File: config.mk
export PLATFORM = sky130hd
export DESIGN_NAME = ctxpp_tracker
export DESIGN_NICKNAME = d
export VERILOG_FILES = /design/src/ctxpp_pkg.sv /design/src/ctxpp_tracker.sv
export SDC_FILE = /design/constraint.sdc
export NUM_CORES = 1
export LEC_CHECK = 0
export BUFFER_PORTS_ARGS = -buffer_cell sky130_fd_sc_hd__buf_2
export CAP_MARGIN = 20
export CORE_UTILIZATION = 45
export DETAILED_ROUTE_END_ITERATION = 8
export GPL_TIMING_DRIVEN = 0
export MAX_ROUTING_LAYER = met4
export PLACE_DENSITY_LB_ADDON = 0.15
export SYNTH_ARGS = -nofsm -noshare
export SYNTH_HDL_FRONTEND = slang
export SYNTH_SLANG_ARGS = --single-unit
File: constraint.sdc
create_clock -name clk -period 3.9 [get_ports clk]
set_input_delay 0.78 -clock clk [delete_from_list [all_inputs] [get_ports clk]]
set_output_delay 0.78 -clock clk [all_outputs]
set_load 0.03 [all_outputs]
File: src/ctxpp_pkg.sv
// Shared types, field codes and layout constants of the context packet parser.
package ctxpp_pkg;

  // Bytes of the 16-byte UUID field
  localparam logic [4:0] UUID_LEN = 5'd16;

  // Field codes, in layout order
  typedef enum logic [4:0] {
    F_REQUEST       = 5'd0,
    F_PROFILE       = 5'd1,
    F_VERSION       = 5'd2,
    F_CHANNEL       = 5'd3,
    F_UUID          = 5'd4,
    F_IP            = 5'd5,
    F_PORT          = 5'd6,
    F_TIME          = 5'd7,
    F_HEAD_TYPE     = 5'd8,
    F_HEAD_LEN      = 5'd9,
    F_HEAD_DATA     = 5'd10,
    F_CI_TYPE       = 5'd11,
    F_ROOT_CONTENT  = 5'd12,
    F_ROOT_MASK     = 5'd13,
    F_BRICK_COUNT   = 5'd14,
    F_BRICK_CONTENT = 5'd15,
    F_BRICK_MASK    = 5'd16,
    F_APP_TYPE      = 5'd17,
    F_APP_LEN       = 5'd18,
    F_APP_DATA      = 5'd19,
    F_OVERFLOW      = 5'd20
  } field_t;

  // Error codes
  typedef enum logic [1:0] {
    ERR_NONE   = 2'd0,
    ERR_SHORT  = 2'd1,
    ERR_BEYOND = 2'd2
  } err_t;

  // Input word
  typedef struct packed {
    logic [7:0] data_byte;
    logic       end_of_packet;
  } in_word_t;

  // Result word
  typedef struct packed {
    logic [7:0] byte_echo;
    logic [4:0] field_code;
    logic [7:0] field_offset;
    logic       packet_done;
    logic       packet_ok;
    logic [1:0] error_code;
  } out_word_t;

  // Size of the fixed-length fields; variable fields return zero
  function automatic logic [4:0] fixed_size(input field_t f);
    logic [4:0] sz;
    unique case (f)
      F_UUID: sz = UUID_LEN;
      F_IP:   sz = 5'd4;
      F_PORT: sz = 5'd2;
      F_TIME: sz = 5'd8;
      F_HEAD_DATA, F_BRICK_CONTENT, F_BRICK_MASK, F_APP_DATA, F_OVERFLOW: sz = 5'd0;
      default: sz = 5'd1;
    endcase
    return sz;
  endfunction

endpackage

File: src/ctxpp_tracker.sv
// Field tracker: tags the staged byte with field and offset and checks packet length.
module ctxpp_tracker (
  input  logic                 clk,
  input  logic                 rst_n,
  input  logic                 step,
  input  ctxpp_pkg::in_word_t  s1_word,
  output ctxpp_pkg::out_word_t result
);
  import ctxpp_pkg::*;

  field_t     cur_r, cur_nxt, cur_upd;
  logic [7:0] off_r, off_nxt, off_upd, off_inc;
  logic [8:0] rem_r, rem_nxt, rem_upd, rem_dec;
  logic       ovf_r, ovf_nxt, ovf_upd;
  logic [7:0] b;
  logic       last;
  err_t       err;
  logic       ok;

  assign b       = s1_word.data_byte;
  assign last    = s1_word.end_of_packet;
  assign off_inc = off_r + 8'd1;
  assign rem_dec = rem_r - 9'd1;

  // Walk the layout one byte
  always_comb begin
    cur_upd = cur_r;
    off_upd = off_r;
    rem_upd = rem_r;
    ovf_upd = ovf_r;
    unique case (cur_r)
      F_OVERFLOW: begin
        ovf_upd = 1'b1;
        if (off_r != 8'hFF) begin
          off_upd = off_inc;
        end
      end
      F_HEAD_LEN: begin
        off_upd = 8'd0;
        if (b != 8'd0) begin
          cur_upd = F_HEAD_DATA;
          rem_upd = {1'b0, b};
        end else begin
          cur_upd = F_CI_TYPE;
          rem_upd = 9'd0;
        end
      end
      F_BRICK_COUNT: begin
        off_upd = 8'd0;
        if (b != 8'd0) begin
          cur_upd = F_BRICK_CONTENT;
          rem_upd = {b, 1'b0};
        end else begin
          cur_upd = F_APP_TYPE;
          rem_upd = 9'd0;
        end
      end
      F_APP_LEN: begin
        off_upd = 8'd0;
        if (b != 8'd0) begin
          cur_upd = F_APP_DATA;
          rem_upd = {1'b0, b};
        end else begin
          cur_upd = F_OVERFLOW;
          rem_upd = 9'd0;
        end
      end
      F_HEAD_DATA, F_APP_DATA: begin
        rem_upd = rem_dec;
        off_upd = off_inc;
        if (rem_dec == 9'd0) begin
          cur_upd = (cur_r == F_HEAD_DATA) ? F_CI_TYPE : F_OVERFLOW;
          off_upd = 8'd0;
        end
      end
      F_BRICK_CONTENT: begin
        rem_upd = rem_dec;
        cur_upd = F_BRICK_MASK;
      end
      F_BRICK_MASK: begin
        rem_upd = rem_dec;
        off_upd = off_inc;
        cur_upd = F_BRICK_CONTENT;
        if (rem_dec == 9'd0) begin
          cur_upd = F_APP_TYPE;
          off_upd = 8'd0;
        end
      end
      default: begin
        // fixed-size fields
        off_upd = off_inc;
        if (off_inc >= {3'b000, fixed_size(cur_r)}) begin
          cur_upd = field_t'(cur_r + 5'd1);
          off_upd = 8'd0;
          rem_upd = 9'd0;
        end
      end
    endcase
  end

  // End-of-packet verdict and return to the start of the layout
  always_comb begin
    err     = (cur_r == F_OVERFLOW) ? ERR_BEYOND : ERR_NONE;
    ok      = 1'b0;
    cur_nxt = cur_upd;
    off_nxt = off_upd;
    rem_nxt = rem_upd;
    ovf_nxt = ovf_upd;
    if (last) begin
      priority if (cur_r == F_OVERFLOW || ovf_r) begin
        err = ERR_BEYOND;
      end else if (cur_upd == F_OVERFLOW) begin
        ok = 1'b1;
      end else begin
        err = ERR_SHORT;
      end
      cur_nxt = F_REQUEST;
      off_nxt = 8'd0;
      rem_nxt = 9'd0;
      ovf_nxt = 1'b0;
    end
  end

  always_comb begin
    result.byte_echo    = b;
    result.field_code   = cur_r;
    result.field_offset = off_r;
    result.packet_done  = last;
    result.packet_ok    = ok;
    result.error_code   = err;
  end

  always_ff @(posedge clk) begin
    if (!rst_n) begin
      cur_r <= F_REQUEST;
      off_r <= 8'd0;
      rem_r <= 9'd0;
      ovf_r <= 1'b0;
    end else if (step) begin
      cur_r <= cur_nxt;
      off_r <= off_nxt;
      rem_r <= rem_nxt;
      ovf_r <= ovf_nxt;
    end
  end

endmodule

# ---- Word-level counts from Yosys, hierarchy flattened
# Memory sizes are Yosys's and may differ from the RTL's. A register that Yosys moved wholly into a read port is not among the register bits.
# Index checks and enable logic that the tools add are counted.
dict set report word_totals {
  mem_count 1
  output_inout_bits 25
  rom_bits 160
  inputBits 12
  wordCells 67
  ff_bits 23
}
# name words width read_ports rd_clocked_by_memory_dff write_ports line_no
set memory_table {}
lappend memory_table {{(name not given)} 32 5 1 1 0 ctxpp_pkg.sv:58} ;# unique case (f)
dict set report op_classes {
  order_cmp 1
  n_addsub 3
  muxes 31
  reduce_logical 14
  n_eq_ne 13
}
# op count
set op_table {}
lappend op_table {{$mux W5} 9}
lappend op_table {{$mux W8} 5}
lappend op_table {{$pmux W9 S4} 1}
lappend op_table {{$pmux W5 S7} 1}
lappend op_table {{$pmux W8 S4} 1}
lappend op_table {{$mux W9} 3}
lappend op_table {{$eq A5 B5 Y1 const B} 5}
lappend op_table {{$eq A5 B4 Y1 const B} 4}
lappend op_table {{$logic_not A9 Y1} 1}
lappend op_table {{$sub A9 B1 Y9 const B} 1}
lappend op_table {{$add A8 B1 Y8 const B} 1}
lappend op_table {{$ge A8 B5 Y1} 1}
lappend op_table {{$mux W2} 4}
lappend op_table {{$ne A8 B8 Y1 const B} 1}
lappend op_table {{$reduce_bool A8 Y1} 1}
lappend op_table {{$reduce_or A8 Y1} 1}
lappend op_table {{$mux W1} 6}
lappend op_table {{$reduce_and A3 Y1} 2}
lappend op_table {{$reduce_or A3 Y1} 2}
lappend op_table {{$add A5 B1 Y5 const B} 1}
lappend op_table {{$reduce_bool A5 Y1} 1}
lappend op_table {{$ne A2 B2 Y1 const B} 2}
lappend op_table {{$reduce_or A2 Y1} 2}
lappend op_table {{$reduce_or A4 Y1} 1}
lappend op_table {{5 further kinds} 5}

# ---- Longest topological paths before layout
# Gate-level depths: netlist (run 1).
dict set report depth {
  ltp_word 10
  mapped_depth 17
}

# ---- Worst setup path before layout (run 1)
# Ideal clock, no wire load.
dict set report synth_timing {
  path_kind {register to output}
  startpoint {register cur_r[2]}
  endpoint {output result[0] (netlist name)}
  path_buffers 3
  t_arrival_ps 3163
  stages_incl_launch_ff 14
  setup_slack_ps -43
  t_required_ps 3120
  cell_sequence {dfxtp_1 clkbuf_1 clkbuf_1 and3_1 ha_1 clkbuf_1 a211o_1 o22ai_1 a311o_1 a211o_1 and2_1 nand3_1 nor2_1 a21oi_1}
}
# item line_no
set synth_lines {}
lappend synth_lines {{start: declaration} ctxpp_tracker.sv:11} ;# field_t cur_r, cur_nxt, cur_upd;
lappend synth_lines {{start signal: assignment} ctxpp_tracker.sv:140} ;# cur_r <= cur_nxt;
lappend synth_lines {{end: declaration} ctxpp_tracker.sv:7} ;# output ctxpp_pkg::out_word_t result

==> results of run 1 <==
-- cell usage in the layout (no fill, tap or decap), types with 9 or more instances in the layout --
master | synthesis | layout
buf_4 | 11 | 34
buf_2 | 2 | 33
dfxtp_1 | 28 | 20
nor2b_1 | 19 | 19
a21oi_1 | 21 | 18
nor2_1 | 18 | 16
nand2_1 | 14 | 14
inv_1 | 16 | 13
nor3_1 | 12 | 12
o21ai_0 | 15 | 11
ha_1 | 15 | 9
-- final timing paths --
kind / start / endpoint / cells after the start
worst max-delay path: cur_r[1]$_SDFFE_PN0P_ / result[0] / 12
worst min-delay path: ovf_r$_SDFFE_PN0P_ / ovf_r$_SDFFE_PN0P_ / 2
worst max register to register: cur_r[1]$_SDFFE_PN0P_ / flip-flop / 17
worst min register to register: ovf_r$_SDFFE_PN0P_ / ovf_r$_SDFFE_PN0P_ / 2
-- tightest hold or removal path, delay by kind of cell (launching register included) --
kind	cells	cell delay, ns
and+or+nand+nor	1	0.07
AOI/OAI and AO/OA	1	0.05
DFF	1	0.37
-- where the power goes --
part / total, mW / internal (mW) / switching (mW)
Clock: 0.234 / 0.138 / 0.0967
Sequential: 0.286 / 0.283 / 0.00306
Combinational: 0.0916 / 0.0372 / 0.0544
-- area by class of cell --
type	instances	area [sq um]	area share
clock buffers	3	41.3	0.0126
flip-flops and latches	28	588	0.179
inverters	17	72.6	0.0221
multi-input cells	245	1980	0.604
repair buffers	57	355	0.108
well taps	70	87.6	0.0267
plain buffers	20	123	0.0374
clock inverters	1	30.0	0.00916
-- routing by layer --
layer / track usage / up-vias / wire length, um
li1: - / 1275 / -
met1: 0.317 / 1216 / 3280
met2: 0.418 / 48 / 3420
met3: 0.0323 / 10 / 178
met4: 0.0423 / 0 / 95
met5: - / - / 0
-- per-stage QoR --
stage                     cell area [sq um]  hold slack [ns]  TNS, ns   util  cells
final                                  3280            0.512        0  0.626    441
after global routing                   3280            0.530  -0.0460  0.626    441
after CTS                              3190            0.510        0  0.610    440
after detailed placement               2770            0.485   -0.455  0.529    420
after global placement                 2760            0.473   -0.422  0.527    419
after floorplan                        2500            0.452  -0.0433      -    315
-- logic make-up after synthesis --
logic type,synth area share
mux,0.00800
fa+ha+maj,0.0750
compound gates,0.288
xor+xnor,0.0245
flops,0.224
buf+inv,0.0805
simple gates,0.300
-- what timing repair did --
action                                 4_1_cts  5_1_grt
endpoints found under the hold margin        0        0
pin swaps                                   12        9
setup endpoints to repair                    2        2
gates resized for setup                     58       18
buffers inserted                            20        3
==> impl_metrics.ini, run 1 <==
[sta]
period_needed_ns = 3.84
hold_viol_final = 0
worstMarginPinSlew_ns = 1.06
setup_viol = 0
maxSlewViolCount = 0
relSlewSlack = 0.291
fin_skew_ns = 0.00232
max_clock_freq_mhz = 260
min_period_over_period = 0.985
fin_ws_ns = 0.0595
rsz0062_at_grt = true

[logic_synthesis]
synth_nets = 342
synth_top_area_cell = dfxtp_1
synth_commonest_cells = dfxtp_1 (28), a21oi_1 (21), nor2b_1 (19), nor2_1 (18), inv_1 (16)
netlist_instances = 315
yosysSeqAreaShare = 0.224
synth_most_common_cell = dfxtp_1
ys_ff_latch = 28
netlist_area_sq_um = 2500
yosys_warnings = 0
ys.flop_type = dfxtp_1
synthTopCellsByArea = dfxtp_1 (22%), ha_1 (7.5%), nor2b_1 (4.8%)
synth-async-reset-ratio = 0
post_synth.cell_area_avg_sq_um = 7.94
synth_top_area_frac = 0.224
synth.distinct_cells = 72
synth_edf_count = 0

[route]
dr.pass1.iters = 4
routed_wl_um = 6970
antenna_left = 0
drc = 0
num_vias = 2549
drtIter0Drc = 122
wl_per_cell_um = 15.8
vias_per_cell = 5.78

[hold_path]
hp-class = flip-flop to flip-flop

[clock_network]
clock_path_buffers = 2
hold_buffers = 0
cts_buffers = 3
path_clk_slew_ns = 0.10
cts_tree = yes
clk_latency_ns = 0.28
clock_sinks = 28
root_buffer = clkbuf_8
cts_max_level = 1

[grt]
grt_pass1_vias = 2314
antenna_found_initial = 0
groute.usage.overall = 0.247
overflow = 0
grt_max_degree = 17
grt_pass1_wl_um = 11500

[setup_path]
crit_buf_inv = 2
crit_type = flip-flop to output pin
path_cells = inv_1 > ha_2 > nand4b_1 > nand4_1 > o22ai_2 > a311o_1 > a211o_1 > and2_1 > nand3_1 > nor2_1 > a21oi_1 > buf_4
cp_max_fo = 6
slowest_delay_ns = 0.39
crit_slowest_cell = dfxtp_4
crit_family = compound AO/OA/AOI/OAI gates
cp.required_ns = 3.12
crit_path_end_kind = output pin
r2r_slack_ns = 0.52
crit_arrival_ns = 3.06
critPathLaunchType = flip-flop

[die]
io_pins = 37
num_rows = 26
coreArea_sq_um = 5240
dieHeight_um = 76.6
fp.dieW_um = 76.6
start_util = 0.478
die_area_sq_um = 5860

[final_layout]
drive_above_1_share = 0.356
syn_to_final_growth_pct = 31.0
fin_nets = 399
fillers = 458
antenna_cells = 0

[power]
leakage_nw = 1.29
power.total_mw = 0.612
power_per_cell_area_nw_per_um2 = 187
vdd_drop_max_uv = 254

[outcome]
status = finished, final reports clean

[placed_design]
portBuffers = 34
gp_congestion = 0.898
dpl.hpwl_um = 4960
place_ws_ns = -0.311

[flow_run]
maxCapViolCount = 0
(Power assumes the default switching activity.)
==> inputs of run 2 (changes only) <==
BUFFER_PORTS_ARGS = default   (was -buffer_cell sky130_fd_sc_hd__buf_2)
CELL_PAD_IN_SITES_DETAIL_PLACEMENT = 1   (was default)
CELL_PAD_IN_SITES_GLOBAL_PLACEMENT = 2   (was default)
CORE_UTILIZATION = 38   (was 45)
DONT_BUFFER_PORTS = 1   (was default)
PLACE_DENSITY_LB_ADDON = 0.1   (was 0.15)
==> run 2 against run 1 <==
Clock power fell by 2%. Maximum frequency fell by 1.1%. Count of clock-buffer cells in the layout did not move. Critical path type unchanged. Highest routed layer unchanged.
==> impl_metrics.ini, run 2 (synthesized netlist as in run 1, its figures left out) <==
[outcome]
status = finished, final reports clean

[sta]
fin_ws_ns = 0.0152
hold_viol_final = 0
maxSlewViolCount = 0
min_period_over_period = 0.996
rsz0062_at_grt = true
relSlewSlack = 0.281
setup_tns_ns = 0
period_needed_ns = 3.88
worstMarginPinSlew_ns = 1.07
max_clock_freq_mhz = 257
fin_skew_ns = 0.0104
setup_viol = 0

[final_layout]
fin_cells = 413
antenna_cells = 0
fillers = 750
regArea_sq_um = 594
drive_above_1_share = 0.304
fin_nets = 364
design_area_sq_um = 3130
multi_input_area_sq_um = 2000
syn_to_final_growth_pct = 25.2
final_cell_mix = buf_4 (29), nor2b_1 (19), a21oi_1 (18)
final_common_cell = buf_4

[clock_network]
root_buffer = clkbuf_8
clk_latency_ns = 0.28
cts_tree = yes
cts_buffers = 3
cts_max_level = 1
hold_buffers = 0
clock_path_buffers = 2
path_clk_slew_ns = 0.10
clock_sinks = 28

[power]
power_per_cell_area_nw_per_um2 = 189
leakage_nw = 1.15
vdd_drop_max_uv = 189
power.total_mw = 0.593

[setup_path]
crit_type = flip-flop to output pin
crit_path_end_kind = output pin
cp.required_ns = 3.12
critPathLaunchType = flip-flop
crit_arrival_ns = 3.10
cp_max_fo = 6

[route]
routed_wl_um = 7850
drc = 0
num_vias = 2461
antenna_left = 0
dr.pass1.iters = 4
drtIter0Drc = 82
wl_per_cell_um = 19.0
vias_per_cell = 5.96

[placed_design]
place_ws_ns = -0.654
dpl.cell_count = 392
portBuffers = 0
dpl.hpwl_um = 5620
gp_congestion = 0.837
placed_area_sq_um = 2610

[die]
io_pins = 37
start_util = 0.394
dieHeight_um = 83.1
die_area_sq_um = 6910
num_rows = 29
coreArea_sq_um = 6350
fp.dieW_um = 83.1

[grt]
overflow = 0
antenna_found_initial = 0
grt_pass1_vias = 2453
groute.usage.overall = 0.234
grt_max_degree = 17
grt_pass1_wl_um = 12800

[hold_path]
hp-class = flip-flop to flip-flop

[flow_run]
maxCapViolCount = 0
==> run 2: changes by cell type in the layout (fill, tap and decap cells not counted), moves of 2 or more <==
cell	delta
xnor2_1	-2
xnor2_2	+2
or4_1	+3
dfxtp_2	+2
ha_2	+2
buf_2	-32
or4_4	-3
buf_4	-5
dfxtp_1	-3
==> run 2: through the flow <==
step	hold slack, ns	utilization
finish	0.503	0.493
floorplan	0.452	-
global placement	0.481	0.409
detailed placement	0.486	0.410
CTS	0.507	0.470
global route	0.571	0.493
==> run 2: where the power goes <==
| group | switching, mW | internal [mW] |
|---|---|---|
| clock | 0.0927 | 0.137 |
| combinational | 0.0465 | 0.0285 |
| sequential | 0.00571 | 0.282 |
| total | 0.145 | 0.448 |
==> run 2: per-layer routing <==
layer	routed length, um	track usage
met1	3620	0.297
met2	4030	0.409
met3	179	0.0318
met4	25	0.0266
met5	0	-
==> run 2: timing repair <==
action / CTS / global route
endpoints found under the hold margin: 0 / 0
cloned: 1 / 0
setup buffers: 12 / 6
gates resized for setup: 63 / 19
setup endpoints to repair: 3 / 2
pin swaps: 9 / 12
==> run 2: critical path, cell delays in order (launching register included) <==
cell and delay (ns):
dfxtp_4 0.37, inv_4 0.06, ha_4 0.13, or3b_1 0.36, buf_6 0.14, or4_4 0.41
and4b_4 0.25, a2111oi_4 0.29, a21oi_2 0.07, o21ai_1 0.15, nand3_4 0.11, nor2_4 0.13
and3b_1 0.20, buf_6 0.13
==> run 2: final cells by class <==
class,instances,share of cell area
clock buffer,3,0.0132
clock inverter,1,0.00959
tap,77,0.0308
inverter,17,0.0212
timing repair buffer,18,0.0431
multi-input combinational,245,0.640
buffer,24,0.0523
sequential,28,0.190
==> run 2: path summary, 6_finish.rpt <==
path                          from                 end  slack [ns]  cells past startpoint
max          rem_r[1]$_SDFFE_PN0P_           result[2]        0.02                     13
min reg2reg     ovf_r$_SDFFE_PN0P_  ovf_r$_SDFFE_PN0P_        0.50                      2
min             ovf_r$_SDFFE_PN0P_  ovf_r$_SDFFE_PN0P_        0.50                      2
max reg2reg  rem_r[1]$_SDFFE_PN0P_           flip-flop        0.34                     17
